<file path="src/design/wndi_pkg.sv">
`timescale 1ns / 1ps
`default_nettype none
package wndi_pkg;
    localparam int MaxObs = 1024;
    localparam int MaxDonors = 16;
    localparam int IdxW = $clog2(MaxObs);
    localparam int CntW = $clog2(MaxObs + 1);
    localparam int DonW = $clog2(MaxDonors);
    localparam int DcntW = $clog2(MaxDonors + 1);
    localparam int DistW = 33;
    localparam int WgtW = 16;
    localparam int SumW = WgtW + DonW + 1;

    localparam logic OP_LOAD = 1'b0;
    localparam logic OP_QUERY = 1'b1;
    localparam logic REG_DONOR_COUNT = 1'b0;
    localparam logic REG_OBS_COUNT = 1'b1;

    // commands from controller to datapath
    typedef struct packed {
        logic load_wr;
        logic scan_start;
        logic scan_rd;
        logic scan_ins;
        logic sum_start;
        logic sum_rd;
        logic sum_acc;
        logic draw_start;
        logic draw_rd;
        logic draw_acc;
        logic fin_rd;
        logic fin_take;
    } t_cmd;

    // status from datapath to controller
    typedef struct packed {
        logic scan_last;
        logic list_last;
        logic hit;
        logic zero_sum;
    } t_sts;
endpackage
`default_nettype wire

</file>
<file path="src/design/wndi_ctrl.sv">
`timescale 1ns / 1ps
`default_nettype none
module wndi_ctrl (
    input  wire logic           i_clk,
    input  wire logic           i_rst_n,
    input  wire logic           i_in_valid,
    input  wire logic           i_in_opcode,
    output logic                o_in_ready,
    output logic                o_out_valid,
    input  wire logic           i_out_ready,
    output wndi_pkg::t_cmd      o_cmd,
    input  wire wndi_pkg::t_sts i_sts
);
    typedef enum logic [3:0] {
        S_IDLE, S_SCAN, S_SCAN_TAIL, S_SUM, S_SUM_TAIL, S_DRAW_INIT,
        S_DRAW, S_DRAW_TAIL, S_FIN_RD, S_FIN, S_OUT
    } t_state;

    t_state r_state;
    logic r_hit_seen;
    logic r_rd_q;

    assign o_in_ready = (r_state == S_IDLE);
    assign o_out_valid = (r_state == S_OUT);

    // command decode per state, table data is used in the cycle after its read
    always_comb begin
        o_cmd = '0;
        case (r_state)
            S_IDLE: begin
                o_cmd.load_wr = i_in_valid && i_in_opcode == wndi_pkg::OP_LOAD;
                o_cmd.scan_start = i_in_valid && i_in_opcode == wndi_pkg::OP_QUERY;
            end
            S_SCAN: begin
                o_cmd.scan_rd = 1'b1;
                o_cmd.scan_ins = r_rd_q;
            end
            S_SCAN_TAIL: begin
                o_cmd.scan_ins = 1'b1;
                o_cmd.sum_start = 1'b1;
            end
            S_SUM: begin
                o_cmd.sum_rd = 1'b1;
                o_cmd.sum_acc = r_rd_q;
            end
            S_SUM_TAIL: o_cmd.sum_acc = 1'b1;
            S_DRAW_INIT: o_cmd.draw_start = 1'b1;
            S_DRAW: begin
                o_cmd.draw_rd = 1'b1;
                o_cmd.draw_acc = r_rd_q && !r_hit_seen;
            end
            S_DRAW_TAIL: o_cmd.draw_acc = !r_hit_seen;
            S_FIN_RD: o_cmd.fin_rd = 1'b1;
            S_FIN: o_cmd.fin_take = 1'b1;
            default: o_cmd = '0;
        endcase
    end

    // state register
    always_ff @(posedge i_clk) begin
        if (!i_rst_n) begin
            r_state <= S_IDLE;
            r_hit_seen <= 1'b0;
            r_rd_q <= 1'b0;
        end else begin
            r_rd_q <= o_cmd.scan_rd || o_cmd.sum_rd || o_cmd.draw_rd;
            case (r_state)
                S_IDLE: if (i_in_valid && i_in_opcode == wndi_pkg::OP_QUERY) begin
                    r_state <= S_SCAN;
                end
                S_SCAN: if (i_sts.scan_last) begin
                    r_state <= S_SCAN_TAIL;
                end
                S_SCAN_TAIL: r_state <= S_SUM;
                S_SUM: if (i_sts.list_last) begin
                    r_state <= S_SUM_TAIL;
                end
                S_SUM_TAIL: r_state <= S_DRAW_INIT;
                S_DRAW_INIT: begin
                    r_hit_seen <= 1'b0;
                    r_state <= i_sts.zero_sum ? S_OUT : S_DRAW;
                end
                S_DRAW: begin
                    if (o_cmd.draw_acc && i_sts.hit) begin
                        r_hit_seen <= 1'b1;
                    end
                    if (i_sts.list_last) begin
                        r_state <= S_DRAW_TAIL;
                    end
                end
                S_DRAW_TAIL: r_state <= S_FIN_RD;
                S_FIN_RD: r_state <= S_FIN;
                S_FIN: r_state <= S_OUT;
                S_OUT: if (i_out_ready) begin
                    r_state <= S_IDLE;
                end
                default: r_state <= S_IDLE;
            endcase
        end
    end
endmodule
`default_nettype wire

</file>
<file path="config.mk">
export PLATFORM = sky130hd
export DESIGN_NAME = wndi_ctrl
export DESIGN_NICKNAME = d
export VERILOG_FILES = /design/src/design/wndi_pkg.sv /design/src/design/wndi_ctrl.sv
export SDC_FILE = /design/constraint.sdc
export NUM_CORES = 1
export LEC_CHECK = 0
export BUFFER_PORTS_ARGS = -buffer_cell sky130_fd_sc_hd__buf_2
export CAP_MARGIN = 30
export CELL_PAD_IN_SITES_DETAIL_PLACEMENT = 1
export CELL_PAD_IN_SITES_GLOBAL_PLACEMENT = 2
export CORE_MARGIN = 3
export CORE_UTILIZATION = 24
export CTS_CLUSTER_SIZE = 20
export DETAILED_ROUTE_END_ITERATION = 6
export HOLD_SLACK_MARGIN = 0.12
export PLACE_DENSITY = 0.8
export REMOVE_ABC_BUFFERS = 1
export SLEW_MARGIN = 40
export SYNTH_ARGS = -nofsm -noshare
export SYNTH_HDL_FRONTEND = slang
export SYNTH_SLANG_ARGS = --single-unit
export TNS_END_PERCENT = 30
</file>
<file path="constraint.sdc">
create_clock -name i_clk -period 1.6 [get_ports i_clk]
set_clock_uncertainty 0.1 [all_clocks]
set_input_delay 0.24 -clock i_clk [delete_from_list [all_inputs] [get_ports i_clk]]
set_output_delay 0.24 -clock i_clk [all_outputs]
set_load 0.05 [all_outputs]
</file>
-- Word-level counts from Yosys, hierarchy flattened
Cells that the tools add are included.
Widths: inputs -> output; s select.
- bitwise gates (word level): 1
- reductions and logical operators: 11
- muxes and demuxes: 20
- equal/unequal tests: 16
- operators by type and width (cell ; number):
    $pmux 4 s11 ; 1
    $mux 4 ; 6
    $eq 4x3->1 const B ; 4
    $eq 4x4->1 const B ; 3
    $eq 4x2->1 const B ; 2
    $mux 1 ; 8
    $ne 2x2->1 const B ; 4
    $pmux 1 s2 ; 4
    $reduce_and 5->1 ; 1
    $eq 4x1->1 const B ; 1
    $logic_and 1x1->1 ; 4
    $logic_not 4->1 ; 1
    $ne 2x1->1 const B ; 2
    $logic_or 1x1->1 ; 2
    $mux 2 ; 1
    $reduce_and 2->1 ; 1
    $reduce_bool 2->1 ; 1
    $logic_not 1->1 ; 1
    $not 1->1 ; 1
- output and inout bits: 14
- input port bits: 9
- logic and storage cells: 51
- flip-flop bits (word level): 6

-- Depth between registers and ports, before layout
- depth after elaboration: 6
- gate-level depth with buffers: 5
- depth with buffers taken out: 3

-- Least setup slack after synthesis
OpenSTA, ideal clock, no wires.
- path kind: register to output
- start: register r_state[2]
- end: output port o_cmd[10] (netlist name)
- data arrival time: 2280 ps
- data required time: 1260 ps
- path buffers: 2
- cell stages (with the launch flop): 5
- setup slack: -1020 ps
- cells stage by stage: dfxtp_1 buf_6 or2_1 clkbuf_1 nor4_1
- RTL lines (what ; RTL line ; text):
    start: declaration ; wndi_ctrl.sv:19 ; t_state r_state;
    start signal: assignment ; wndi_ctrl.sv:81 ; r_state <= i_sts.zero_sum ? S_OUT : S_DRAW;
    end: declaration ; wndi_ctrl.sv:11 ; output wndi_pkg::t_cmd o_cmd,

==> results summary <==
The portion of synthesized area spent on multiplexers is under 10%. Among all cell types in the netlist, the one instantiated most often is sky130_fd_sc_hd__nor2_1. The remaining antenna violation count after routing is 0. Yosys mapped a number of flops with a built-in enable equal to 0. After floorplanning, the core was divided into 17 placement rows.

The tree is rooted in a sky130_fd_sc_hd__clkbuf_4. The combinational share of power is between 20% and 30%. The synthesized netlist cell count is 76. The complex-gate fraction of the synthesized area came out at between 20 and 25%. The number of clock sinks is 6. The repair_antennas step left the layout with diodes totalling 0. By area, the combinational part of the netlist is dominated by simple AND/OR/NAND/NOR gates.

The sequential share of power is 37.1%. The largest net degree at the start of global routing came out at 17. The number of max-slew violations in the final report came to 0. The critical path endpoint is o_cmd[11]. The worst pin sits at a relative slew slack of between 60% and 70%. The synthesized netlist devotes about 41% of its cell area to simple gates.

The first global-routing pass estimated slightly below 3000 um of wire. The slew at the pin with the worst max-slew slack is 441.5 ps. The stage delay of the slowest cell on the critical path came out at around 330 ps.

The depth of the most critical reg-to-reg path came out at 4. The total overflow left after global routing is 0. The I/O pin total is 23.

In this run the worst hold path is classified as in -> reg. The final critical-path required period came out at roughly 1700 ps. The run finished, with violations left. The total power consumption of the routed design is about 0.44 mW. The first TritonRoute pass finished after 4 iterations. The via total after detailed routing came out at ~670. The timing startpoint of the critical path is r_state[3]. The cell type with the highest aggregate area in the netlist is sky130_fd_sc_hd__dfxtp_1.

The post-synth design cell area is ~570 sq um. For flop-to-flop paths, the worst setup slack is about 100 ps. The full die area is approximately 3000 sq um. The clock network is responsible for between 30 and 40% of the overall power.

The cell-internal power came out at slightly below 0.3 mW. The highest-delay cell along the critical path is sky130_fd_sc_hd__dfxtp_2. The global routing usage summed across all routing layers is approximately 13%. The commonest cells after synthesis are 8 x sky130_fd_sc_hd__nor2_1, 6 x sky130_fd_sc_hd__buf_2, 6 x sky130_fd_sc_hd__dfxtp_1. The largest fanout on the critical path came out at 4. Clock-pin slew was measured on the worst setup and hold paths at 50 ps.

The clock tree from TritonCTS is done. In this run the number of H-tree levels came out at 1. The arrival time of data at the critical path endpoint is 1310 ps.

The maximum operating frequency is just over 600 MHz. The detailed-route vias per instance came out at between 5 and 6. The detail-routed net length per standard cell is approximately 13 um. The worst setup path is launched from a flip-flop. The die outline height is 54.81 um.

The final worst-path cycle share came out at 103.3%. The number of hold buffers added after cts came out at 0. IR analysis of the VDD net gives a maximum drop of between 0.2 and 0.3 mV. The power density over cell area is 480.0 nW/um^2. The number of port buffers came out at 22. The power spent charging and discharging nets came out at approximately 0.14 mW. The area of the core is between 2000 and 2500 sq um. Setup repair after global routing could not meet its margin everywhere. The required time at the worst-slack endpoint is 1260 ps.

The total negative slack for setup checks is -165.3 ps. In the routed design, unresolved DRC markers number 0. At the later pin of the worst-skew pair, clock insertion delay measures between 200 and 300 ps. The number of hold violations in the final report is 0. The max-capacitance violation count is 0. The final weighted congestion in routability-driven placement is roughly 0.78. The horizontal extent of the die came out at about 55 um. The sequential fraction of the synthesis area came out at 21.01%. The layout overhead on the synthesized area came out at 58.64%. The total of warnings raised by yosys is 0. The synthesized-area fraction occupied by xor and xnor cells came out at 0%. The average cell area after synthesis came out at around 7.5 sq um. The fraction of final layout cells sized beyond drive strength 1 came out at 55.34%.

Once the floorplan was initialized, standard cells occupied between 20 and 30% of the core. In this run, the number of DRC markers left after iteration 0 of detailed routing was 12. The worst register-to-register path begins at r_state[2].

For this run, asynchronously set or reset flops after synthesis account for 0%. The net count of the finished layout is 114. The number of different library cells used by synthesis comes to 35. The via count of the first global-routing pass came out at 650.

The total CTS buffers came out at 3. The setup path with the least slack is of type reg -> out. Traced cell by cell, the critical path runs through or2_4 -> nor3_4 -> and3b_1 -> buf_6.

For this run, the leading register cell type out of synthesis is sky130_fd_sc_hd__dfxtp_1. The number of setup violations in the final report came out at 6. The final reports fail on setup timing. The final worst setup slack is -53.37 ps. The static power due to leakage came out at 0.3783 nW. The largest buffer count on any clock path came out at 2.

In this run the biggest area consumer among cell types represents approximately a fifth of the synthesized area. The worst setup path is captured at a primary output. The proportion of total power due to net switching is 32.99%. In the post-synthesis netlist, the biggest area contributors are sky130_fd_sc_hd__dfxtp_1 21%, sky130_fd_sc_hd__buf_2 5.3%, sky130_fd_sc_hd__nor2_1 5.3%. The critical register-to-register path endpoint is r_state[0]. The number of antenna violations at the first check in global routing came to 0. The number of flip-flops and latches in the synthesized netlist is 6.

The adder and majority gate portion of the synthesized area came out at 0%. The detailed placer's ending HPWL came out at between 1000 and 1500 um. Wires add up to 1711 um.
==> worst min path at each step <==
| stage | startpoint | depth (start not counted) | end |
|---|---|---|---|
| floorplan | i_rst_n | 2 | r_hit_seen |
| global placement | r_hit_seen | 2 | r_hit_seen |
| detailed placement | r_hit_seen | 2 | r_hit_seen |
| CTS | i_rst_n | 3 | r_state[2] |
| global route | i_rst_n | 2 | r_state[0] |
| finish | i_rst_n | 3 | r_state[2] |
==> through the flow <==
step	hold slack [ps]	worst slack, ps	utilization [%]	instances	cell area (sq um)
after floorplan	272.1	-989.2	-	67	519.2
after global placement	379.6	31.51	32.77	126	732.0
after detailed placement	387.6	-39.15	32.77	126	732.0
after CTS	167.5	-69.67	37.09	129	828.3
after global routing	176.5	-125.2	40.62	131	907.1
final	170.6	-53.37	40.62	131	907.1
==> state kept, by name, indices dropped and copies added, names as in the netlist <==
name,flops
r_state,4
r_hit_seen,1
r_rd_q,1
==> per-layer routing <==
layer  GRT usage [%]  share of wire (%)  routed length (um)  up-vias
met5               0                  0                   0        -
met4           4.979               0.47                   8        0
met3           4.905                4.3                  74        2
met2           21.85                 51                 869       17
met1           15.83                 44                 759      312
li1                -                  -                   -      335
==> power by group through the flow <==
| stage | registers (mW) | clock network, mW | logic [mW] |
|---|---|---|---|
| global placement | 0.165 | 0 | 0.104 |
| global route | 0.163 | 0.169 | 0.136 |
| detailed placement | 0.166 | 0 | 0.106 |
| floorplan | 0.167 | 0 | 0.0639 |
| CTS | 0.162 | 0.154 | 0.116 |
| finish | 0.162 | 0.146 | 0.127 |
==> critical path, delay by kind of cell, from the launching register on <==
family,cells,cell delay (ps)
flip-flops,1,330
AND/OR/NAND/NOR,3,570
buffers and inverters,1,160
==> cell usage in the layout (no fill, tap or decap), types with 3 or more instances in the layout <==
cell type / count
sky130_fd_sc_hd__buf_4: 12
sky130_fd_sc_hd__nand2_1: 4
sky130_fd_sc_hd__nor2_1: 4
sky130_fd_sc_hd__a21oi_1: 3
sky130_fd_sc_hd__o21ai_0: 4
sky130_fd_sc_hd__nor2_2: 4
sky130_fd_sc_hd__buf_6: 12
sky130_fd_sc_hd__nor3_1: 4
sky130_fd_sc_hd__nand2b_1: 3
sky130_fd_sc_hd__buf_2: 9
sky130_fd_sc_hd__clkbuf_4: 3
==> final cells by class <==
cell class              count  area [sq um]
fillers                   270          1326
multi-input cells          59         441.7
flip-flops and latches      6         130.1
well taps                  28         35.03
inverters                   2         7.507
clock buffers               3         22.52
repair buffers             33         270.3
==> cells by family after synthesis <==
kind of cell,Yosys count
compound gates,20
buf+inv,11
flops,6
mux,2
simple gates,37
==> what timing repair did <==
item | 4_1_cts | 5_1_grt
buffers inserted | 0 | 2
endpoints found under the setup margin | 15 | 15
gates resized for setup | 26 | 19
pin swaps | 3 | 4
gates cloned | 0 | 0
No activity file was read; power rests on OpenSTA's default activity.
